File: src/fqds_pkg.sv
package fqds_pkg;

  localparam int PosWidth = 32;
  localparam int DivCntW  = $clog2(PosWidth);
  localparam int MaxRun   = 9;

  localparam logic [7:0] OP_WAIT      = 8'h61;
  localparam logic [7:0] OP_WAIT_NTSC = 8'h62;
  localparam logic [7:0] OP_WAIT_PAL  = 8'h63;
  localparam logic [7:0] OP_END       = 8'h66;
  localparam logic [7:0] OP_DATA      = 8'h67;
  localparam logic [3:0] HI_WAIT_N    = 4'h7;
  localparam logic [3:0] HI_WRITE_N   = 4'h8;

  localparam logic [15:0] WaitNtsc = 16'd735;
  localparam logic [15:0] WaitPal  = 16'd882;

  localparam logic [1:0] CfgRoundTo  = 2'd0;
  localparam logic [1:0] CfgFrameCmd = 2'd1;
  localparam logic [1:0] CfgMaxDelay = 2'd2;

  localparam logic [15:0] RoundToReset  = 16'd735;
  localparam logic [7:0]  FrameCmdReset = 8'd98;
  localparam logic [15:0] MaxDelayReset = 16'd65415;

  typedef struct packed {
    logic latch;
    logic decode;
    logic div_step;
    logic mul;
    logic chunk;
    logic test;
    logic send;
  } fqds_cmd_t;

  typedef struct packed {
    logic stopped;
    logic dec_wait;
    logic div_last;
    logic cont;
    logic more;
    logic send_last;
    logic out_free;
  } fqds_status_t;

  // Total length in bytes of a command, opcode included.
  function automatic logic [3:0] cmd_length(logic [7:0] op);
    logic [3:0] len;
    case (op)
      8'h50, 8'h94:        len = 4'd2;
      OP_WAIT:             len = 4'd3;
      OP_DATA:             len = 4'd7;
      8'h68:               len = 4'd12;
      8'h90, 8'h91, 8'h95: len = 4'd5;
      8'h92:               len = 4'd6;
      8'h93:               len = 4'd11;
      default: begin
        case (op[7:4])
          4'h3, 4'h4: len = 4'd2;
          4'h5, 4'hA, 4'hB: len = 4'd3;
          4'hC, 4'hD: len = 4'd4;
          4'hE, 4'hF: len = 4'd5;
          default: len = 4'd1;
        endcase
      end
    endcase
    return len;
  endfunction

endpackage

File: src/fqds_ctrl.sv
module fqds_ctrl
  import fqds_pkg::*;
(
  input  logic         clk,
  input  logic         rst,
  input  logic         in_valid,
  output logic         in_stall,
  input  fqds_status_t sts,
  output fqds_cmd_t    cmd
);

  typedef enum logic [7:0] {
    S_IDLE   = 8'b0000_0001,
    S_DECODE = 8'b0000_0010,
    S_DIV    = 8'b0000_0100,
    S_MUL    = 8'b0000_1000,
    S_PEEK   = 8'b0001_0000,
    S_CHUNK  = 8'b0010_0000,
    S_TEST   = 8'b0100_0000,
    S_SEND   = 8'b1000_0000
  } state_t;

  state_t state, state_next;

  always_ff @(posedge clk) begin
    if (rst) state <= S_IDLE;
    else     state <= state_next;
  end

  always_comb begin
    cmd        = '0;
    state_next = state;
    in_stall   = 1'b1;
    unique case (state)
      S_IDLE: begin
        in_stall = 1'b0;
        if (in_valid) begin
          cmd.latch  = 1'b1;
          state_next = S_DECODE;
        end
      end
      S_DECODE: begin
        if (sts.stopped) begin
          state_next = S_IDLE;
        end else if (sts.out_free) begin
          cmd.decode = 1'b1;
          state_next = sts.dec_wait ? S_DIV : S_IDLE;
        end
      end
      S_DIV: begin
        cmd.div_step = 1'b1;
        if (sts.div_last) state_next = S_MUL;
      end
      S_MUL: begin
        cmd.mul    = 1'b1;
        state_next = S_PEEK;
      end
      S_PEEK: begin
        state_next = sts.cont ? S_CHUNK : S_IDLE;
      end
      S_CHUNK: begin
        cmd.chunk  = 1'b1;
        state_next = S_TEST;
      end
      S_TEST: begin
        // Looking one chunk ahead tells whether this chunk closes the run.
        cmd.test   = 1'b1;
        state_next = S_SEND;
      end
      S_SEND: begin
        if (sts.out_free) begin
          cmd.send = 1'b1;
          if (sts.send_last) state_next = sts.more ? S_CHUNK : S_IDLE;
        end
      end
      default: state_next = S_IDLE;
    endcase
  end

endmodule

File: src/fqds_datapath.sv
module fqds_datapath
  import fqds_pkg::*;
(
  input  logic         clk,
  input  logic         rst,
  input  logic         cfg_write,
  input  logic [1:0]   cfg_index,
  input  logic [15:0]  cfg_data,
  input  logic [7:0]   in_byte,
  input  logic         out_stall,
  output logic         out_valid,
  output logic [7:0]   out_byte,
  output logic         last_of_run,
  output logic         stream_ended,
  input  fqds_cmd_t    cmd,
  output fqds_status_t sts
);

  logic [15:0] round_to, max_delay;
  logic [7:0]  frame_cmd;
  logic [15:0] r_eff, md_eff;

  logic [7:0]  in_reg;
  logic [7:0]  opcode, opcode_next;
  logic [31:0] remaining, remaining_next;
  logic [3:0]  byte_index, index_next;
  logic [31:0] gather, gather_next;
  logic        stopped, stopped_next;
  logic [15:0] add_amt;
  logic        dec_wait, dec_put, dec_end;

  logic [PosWidth-1:0] src_pos, src_next, emit_pos, target, quo, qp;
  logic [15:0]         rem;
  logic [DivCntW-1:0]  dcnt;
  logic [16:0]         trial;
  logic                ge, round_up;
  logic [PosWidth+15:0] prod;

  logic [PosWidth-1:0] gap;
  logic                gap_one, gap_two, frame, cont;
  logic [1:0]          cnt;
  logic [15:0]         dly;
  logic [3:0]          run_cnt;
  logic [7:0]          chunk [3];
  logic [1:0]          chunk_cnt, sidx;
  logic                more, send_last, out_free;

  assign r_eff  = (round_to == 16'd0) ? 16'd1 : round_to;
  assign md_eff = (max_delay == 16'd0) ? 16'd1 : max_delay;

  always_ff @(posedge clk) begin
    if (rst) begin
      round_to  <= RoundToReset;
      frame_cmd <= FrameCmdReset;
      max_delay <= MaxDelayReset;
    end else if (cfg_write) begin
      unique case (cfg_index)
        CfgRoundTo:  round_to  <= cfg_data;
        CfgFrameCmd: frame_cmd <= cfg_data[7:0];
        CfgMaxDelay: max_delay <= cfg_data;
        default: ;
      endcase
    end
  end

  // Command parsing for the byte held in in_reg.
  always_comb begin
    opcode_next    = opcode;
    remaining_next = remaining;
    index_next     = byte_index;
    gather_next    = gather;
    stopped_next   = stopped;
    add_amt        = '0;
    dec_wait       = 1'b0;
    dec_put        = 1'b0;
    dec_end        = 1'b0;
    if (remaining == 32'd0) begin
      opcode_next    = in_reg;
      index_next     = 4'd1;
      gather_next    = '0;
      remaining_next = 32'(cmd_length(in_reg)) - 32'd1;
      if (in_reg == OP_END) begin
        dec_put      = 1'b1;
        dec_end      = 1'b1;
        stopped_next = 1'b1;
      end else if (in_reg == OP_WAIT_NTSC) begin
        add_amt  = WaitNtsc;
        dec_wait = 1'b1;
      end else if (in_reg == OP_WAIT_PAL) begin
        add_amt  = WaitPal;
        dec_wait = 1'b1;
      end else if (in_reg[7:4] == HI_WAIT_N) begin
        add_amt  = {12'd0, in_reg[3:0]} + 16'd1;
        dec_wait = 1'b1;
      end else if (in_reg != OP_WAIT) begin
        if (in_reg[7:4] == HI_WRITE_N) add_amt = {12'd0, in_reg[3:0]};
        dec_put = 1'b1;
      end
    end else begin
      remaining_next = remaining - 32'd1;
      if (byte_index != 4'hF) index_next = byte_index + 4'd1;
      if (opcode == OP_WAIT) begin
        if (byte_index == 4'd1)      gather_next[7:0]  = in_reg;
        else if (byte_index == 4'd2) gather_next[15:8] = in_reg;
        if (remaining == 32'd1) begin
          add_amt  = gather_next[15:0];
          dec_wait = 1'b1;
        end
      end else begin
        if (opcode == OP_DATA) begin
          case (byte_index)
            4'd3: gather_next[7:0]   = in_reg;
            4'd4: gather_next[15:8]  = in_reg;
            4'd5: gather_next[23:16] = in_reg;
            4'd6: begin
              gather_next[31:24] = in_reg;
              remaining_next     = {1'b0, gather_next[30:0]};
            end
            default: ;
          endcase
        end
        dec_put = 1'b1;
      end
    end
  end

  assign src_next = src_pos + PosWidth'(add_amt);

  // Restoring divider, one quotient bit per step.
  assign trial    = {rem, quo[PosWidth-1]};
  assign ge       = trial >= {1'b0, r_eff};
  assign round_up = {rem, 1'b0} >= {1'b0, r_eff};
  assign qp       = quo + PosWidth'(round_up);
  assign prod     = (PosWidth+16)'(qp) * (PosWidth+16)'(r_eff);

  // Next replacement wait toward the rounded target.
  assign gap     = target - emit_pos;
  assign gap_one = gap == PosWidth'(r_eff);
  assign gap_two = gap == PosWidth'({r_eff, 1'b0});
  assign frame   = (frame_cmd != 8'd0) && (gap_one || gap_two);
  assign cnt     = frame ? (gap_one ? 2'd1 : 2'd2) : 2'd3;
  assign cont    = (emit_pos < target) && ((5'(run_cnt) + 5'(cnt)) <= 5'(MaxRun));
  assign dly     = (gap < PosWidth'(md_eff)) ? gap[15:0] : md_eff;

  assign send_last = (sidx + 2'd1) == chunk_cnt;
  assign out_free  = !out_valid || !out_stall;

  always_ff @(posedge clk) begin
    if (rst) begin
      opcode     <= '0;
      remaining  <= '0;
      byte_index <= '0;
      gather     <= '0;
      stopped    <= 1'b0;
      src_pos    <= '0;
      emit_pos   <= '0;
      run_cnt    <= '0;
      out_valid  <= 1'b0;
    end else begin
      if (cmd.decode) begin
        opcode     <= opcode_next;
        remaining  <= remaining_next;
        byte_index <= index_next;
        gather     <= gather_next;
        stopped    <= stopped_next;
        src_pos    <= src_next;
        run_cnt    <= '0;
      end
      if (cmd.chunk) begin
        emit_pos <= frame ? target : emit_pos + PosWidth'(dly);
        run_cnt  <= run_cnt + 4'(cnt);
      end
      if ((cmd.decode && dec_put) || cmd.send) out_valid <= 1'b1;
      else if (!out_stall)                   out_valid <= 1'b0;
    end
  end

  always_ff @(posedge clk) begin
    if (cmd.latch) in_reg <= in_byte;
    if (cmd.decode && dec_wait) begin
      quo  <= src_next;
      rem  <= '0;
      dcnt <= '0;
    end
    if (cmd.div_step) begin
      rem  <= ge ? 16'(trial - {1'b0, r_eff}) : trial[15:0];
      quo  <= {quo[PosWidth-2:0], ge};
      dcnt <= dcnt + 1'b1;
    end
    if (cmd.mul) target <= prod[PosWidth-1:0];
    if (cmd.chunk) begin
      chunk_cnt <= cnt;
      sidx      <= '0;
      if (frame) begin
        chunk[0] <= frame_cmd;
        chunk[1] <= frame_cmd;
        chunk[2] <= frame_cmd;
      end else begin
        chunk[0] <= OP_WAIT;
        chunk[1] <= dly[7:0];
        chunk[2] <= dly[15:8];
      end
    end
    if (cmd.test) more <= cont;
    if (cmd.decode && dec_put) begin
      out_byte     <= in_reg;
      last_of_run  <= 1'b1;
      stream_ended <= dec_end;
    end else if (cmd.send) begin
      out_byte     <= chunk[sidx];
      last_of_run  <= send_last && !more;
      stream_ended <= 1'b0;
      sidx         <= sidx + 2'd1;
    end
  end

  always_comb begin
    sts           = '0;
    sts.stopped   = stopped;
    sts.dec_wait  = dec_wait;
    sts.div_last  = dcnt == DivCntW'(PosWidth - 1);
    sts.cont      = cont;
    sts.more      = more;
    sts.send_last = send_last;
    sts.out_free  = out_free;
  end

`ifndef SYNTHESIS
  a_run_bound: assert property (@(posedge clk) disable iff (rst)
    run_cnt <= 4'(MaxRun))
    else $error("more bytes planned for one input than allowed");

  a_emit_only_on_chunk: assert property (@(posedge clk) disable iff (rst)
    !cmd.chunk |=> $stable(emit_pos))
    else $error("emitted position moved outside a chunk step");

  a_end_marker: assert property (@(posedge clk) disable iff (rst)
    out_valid && stream_ended |-> out_byte == OP_END && last_of_run)
    else $error("end flag on a byte that is not a final end command");
`endif

endmodule

File: src/frame_quantize_delay_stream.sv
// A pass-through byte is registered in in_reg, then passed to out_byte once the output is free.
// The input stalls until the controller is back in idle, so a new byte waits for the last.
// A wait command adds a divider pass, a multiply step and a check step, then chunk and test
// setup steps per emitted wait chunk plus a send step per emitted byte.
// Reset (synchronous, rst high) clears the parser, both sample positions and out_valid,
// and loads round_to 735, frame_cmd 98 and max_delay 65415.
module frame_quantize_delay_stream
  import fqds_pkg::*;
(
  input  logic        clk,
  input  logic        rst,
  input  logic        cfg_write,
  input  logic [1:0]  cfg_index,
  input  logic [15:0] cfg_data,
  input  logic        in_valid,
  output logic        in_stall,
  input  logic [7:0]  in_byte,
  output logic        out_valid,
  input  logic        out_stall,
  output logic [7:0]  out_byte,
  output logic        last_of_run,
  output logic        stream_ended
);

  fqds_cmd_t    cmd;
  fqds_status_t sts;

  fqds_ctrl u_ctrl (
    .clk      (clk),
    .rst      (rst),
    .in_valid (in_valid),
    .in_stall (in_stall),
    .sts      (sts),
    .cmd      (cmd)
  );

  fqds_datapath u_datapath (
    .clk          (clk),
    .rst          (rst),
    .cfg_write    (cfg_write),
    .cfg_index    (cfg_index),
    .cfg_data     (cfg_data),
    .in_byte      (in_byte),
    .out_stall    (out_stall),
    .out_valid    (out_valid),
    .out_byte     (out_byte),
    .last_of_run  (last_of_run),
    .stream_ended (stream_ended),
    .cmd          (cmd),
    .sts          (sts)
  );

endmodule
File: config.mk
export PLATFORM = sky130hd
export DESIGN_NAME = frame_quantize_delay_stream
export DESIGN_NICKNAME = d
export VERILOG_FILES = /design/src/fqds_pkg.sv /design/src/fqds_ctrl.sv /design/src/fqds_datapath.sv /design/src/frame_quantize_delay_stream.sv
export SDC_FILE = /design/constraint.sdc
export NUM_CORES = 2
export LEC_CHECK = 0
export BUFFER_PORTS_ARGS = -buffer_cell sky130_fd_sc_hd__buf_4
export CAP_MARGIN = 10
export CORE_MARGIN = 3
export CORE_UTILIZATION = 60
export DETAILED_ROUTE_END_ITERATION = 10
export GPL_TIMING_DRIVEN = 1
export PLACE_DENSITY = 0.77
export SLEW_MARGIN = 20
export SYNTH_ARGS = -nofsm -noshare
export SYNTH_HDL_FRONTEND = slang
export SYNTH_HIERARCHICAL = 1
export SYNTH_SLANG_ARGS = --single-unit
File: constraint.sdc
create_clock -name clk -period 20.3 [get_ports clk]
set_clock_uncertainty 0.15 [all_clocks]
set_input_delay 1.015 -clock clk [delete_from_list [all_inputs] [get_ports clk]]
set_output_delay 1.015 -clock clk [all_outputs]
set_load 0.02 [all_outputs]
==> results.sh <==
export IMPL_htree_num_levels=2
export IMPL_yosys_top_cells_area="fa_1 19%, edfxtp_1 12%, dfxtp_1 12%, ha_1 6.7%, nand2_1 6.0%"
export IMPL_cts_hold_buf=0
export IMPL_hold_violations=0
export IMPL_routed_wirelength_mm=91.2
export IMPL_power_density_nw_per_um2=58.3
export IMPL_nNetsFinal=4328
export IMPL_ff2ff_setup_slack_ns=9.03
export IMPL_finalPower_w=0.00206
export IMPL_drtAntennaViolNets=0
export IMPL_rsz0062_at_grt="false"
export IMPL_ys_seq_area_share_pct=23.1
export IMPL_num_io_pins=43
export IMPL_synth_most_common_cell="nand2_1"
export IMPL_ys_ff_latch=321
export IMPL_clkLatencyLatePin_ns=0.56
export IMPL_finalSetupTns_ns=0
export IMPL_synthArstFlopShare_pct=0
export IMPL_p_leak_nw=14.9
export IMPL_wl_per_cell_um=19.9
export IMPL_syn_area_um2=33400
export IMPL_drc_errors=0
export IMPL_grt_ovfl_total=0
export IMPL_whs_ns=0.306
export IMPL_setup_viol=0
export IMPL_fin_crit_sh_pct=55.5
export IMPL_drv_slew=0
export IMPL_synth_enable_flop_cells=129
export IMPL_die_w_um=242
export IMPL_grt_pass1_vias=26600
export IMPL_min_period_ns=11.27
export IMPL_fillCellCount=4607
export IMPL_coreArea_um2=54500
export IMPL_routed_via_density=6.05
export IMPL_antenna_cells=0
export IMPL_timing_hold_worst_class="register to register"
export IMPL_drt_pass1_iter_count=6
export IMPL_tightest_slew_ns=1.12
export IMPL_grt_pass1_wl_mm=146
export IMPL_antenna_found_initial=1
export IMPL_cp_slowest_cell="a2111oi_1"
export IMPL_crit_path_max_incr_delay_ns=0.87
export IMPL_syn_nets=4407
export IMPL_chipHeight_um=242
export IMPL_post_cts_resize_count=0
export IMPL_worst_ir_drop_vdd_uv=152
export IMPL_drive_above_1_share_pct=6.39
export IMPL_synth_top_area_cell="fa_1"
export IMPL_dp_hpwl_mm=68.1
export IMPL_arrival_ns=11.41
export IMPL_numPortBuffers=42
export IMPL_yosys_cell_types_count=113
export IMPL_cts_sinks=321
export IMPL_numCtsBuffers=36
export IMPL_start_kind="register"
export IMPL_end_kind="register"
export IMPL_cp_common_cell="fa_1"
export IMPL_cts_buffer_depth=3
export IMPL_synthToLayoutAreaGrowth_pct=5.96
export IMPL_initial_core_util_pct=61.3
export IMPL_synth_cells=3889
export IMPL_place_congestion=0.991
export IMPL_grt_max_degree=99
export IMPL_final_util_pct=65.0
export IMPL_vias=27700
export IMPL_ys_flop_type="dfxtp_1"
export IMPL_synthTopCellsByCount="533 x nand2_1, 469 x inv_1, 309 x fa_1, 266 x nor2_1, 192 x dfxtp_1"
export IMPL_initialDrtViolationCount=3070
export IMPL_syn_area_per_cell_um2=8.58
export IMPL_rows=85
export IMPL_clock_fmax_ghz=0.0888
export IMPL_cts_tree="built"
export IMPL_drv_cap=0
export IMPL_cts_root_buf="clkbuf_16"
export IMPL_worstPathRequired_ns=20.44
export IMPL_die_area_um2=58500
export IMPL_postCtsSetupRepairBufs=0
export IMPL_grt_usage_pct=31.0
export IMPL_synth_top_area_share_pct=18.5
export IMPL_status="completed"
export IMPL_yosysWarnings=6
export IMPL_critPathKind="register to register"
export IMPL_slew_headroom_pct=24.8
export IMPL_critPathMaxFanout=44
export IMPL_clkTransAtPathRegs_ns=0.07
==> cell families after synthesis <==
kind of cell / Yosys count / synth area share (%)
simple gates: 1380 / 20.0
xor+xnor: 238 / 6.47
flops: 321 / 23.1
compound gates: 657 / 13.3
fa+ha+maj: 487 / 25.2
buf+inv: 683 / 7.96
mux: 123 / 3.96
==> through the flow <==
step	setup WS [ns]	cell area, µm²	std cells
floorplan	9.77	33400	3889
global placement	9.10	34200	4511
detailed placement	8.95	34200	4511
CTS	8.90	35400	4574
global route	8.16	35400	4574
finish	9.03	35400	4574
==> path summary, 6_finish.rpt <==
kind	endpoint	depth (start not counted)	from
hold / removal	u_datapath/opcode[0]	2	u_datapath/opcode[0]
setup reg to reg	u_datapath/target[30]	40	u_datapath/round_to[5]
hold reg to reg	u_datapath/opcode[0]	2	u_datapath/opcode[0]
setup / recovery	u_datapath/target[30]	40	u_datapath/round_to[5]
==> report_power, final <==
part	switching, W	internal [W]
Clock	0.000289	0.000386
Combinational	0.000405	0.000266
Sequential	0.0000146	0.000703
Total	0.000708	0.00135
==> area by class of cell <==
cell class	count	area, µm²	area share [%]
clock buffers	38	928	2.62
clock inverters	25	262	0.739
inverters	473	1780	5.02
multi-input cells	2885	23100	65.2
flip-flops and latches	321	7720	21.8
well taps	739	925	2.61
repair buffers	93	698	1.97
==> placed cells by master (no fill, tap or decap), types with 17 or more instances in the layout <==
| master | synthesis | final |
|---|---|---|
| a21oi_1 | 145 | 145 |
| a31oi_1 | 20 | 20 |
| clkbuf_16 | 0 | 36 |
| nor3_1 | 79 | 79 |
| ha_1 | 178 | 178 |
| nand4_1 | 36 | 36 |
| nand2_1 | 533 | 532 |
| a211oi_1 | 64 | 64 |
| xor2_1 | 68 | 67 |
| buf_4 | 12 | 93 |
| o211ai_1 | 58 | 58 |
| o21a_1 | 25 | 25 |
| xnor2_1 | 164 | 162 |
| nor2_1 | 266 | 265 |
| edfxtp_1 | 129 | 129 |
| nand2b_1 | 29 | 29 |
| mux2i_1 | 83 | 83 |
| a21o_1 | 42 | 41 |
| mux2_2 | 17 | 17 |
| and3_1 | 31 | 31 |
| inv_1 | 469 | 468 |
| dfxtp_1 | 192 | 192 |
| nor2b_1 | 39 | 39 |
| and2_1 | 151 | 151 |
| nor4_1 | 28 | 28 |
| nand3_1 | 78 | 78 |
| fa_1 | 309 | 309 |
| o21ai_0 | 115 | 114 |
| a22oi_1 | 28 | 28 |
==> worst max-delay path, delay by kind of cell, from the launching register on <==
family	cells	cell delay, ns
fa+ha+maj	10	4.27
compound gates	15	4.01
buf+inv	6	1.06
simple gates	7	0.89
flops	1	0.31
xor+xnor	2	0.27
==> layer usage <==
layer  up-vias  global-route usage (%)  wire, µm
met4         2                    8.75      2450
li1      12900                       -         -
met5         -                       0        13
met3       195                    6.13      8720
met1     13400                    43.9     38900
met2      1195                    48.5     41100
(Power assumes the default switching activity.)
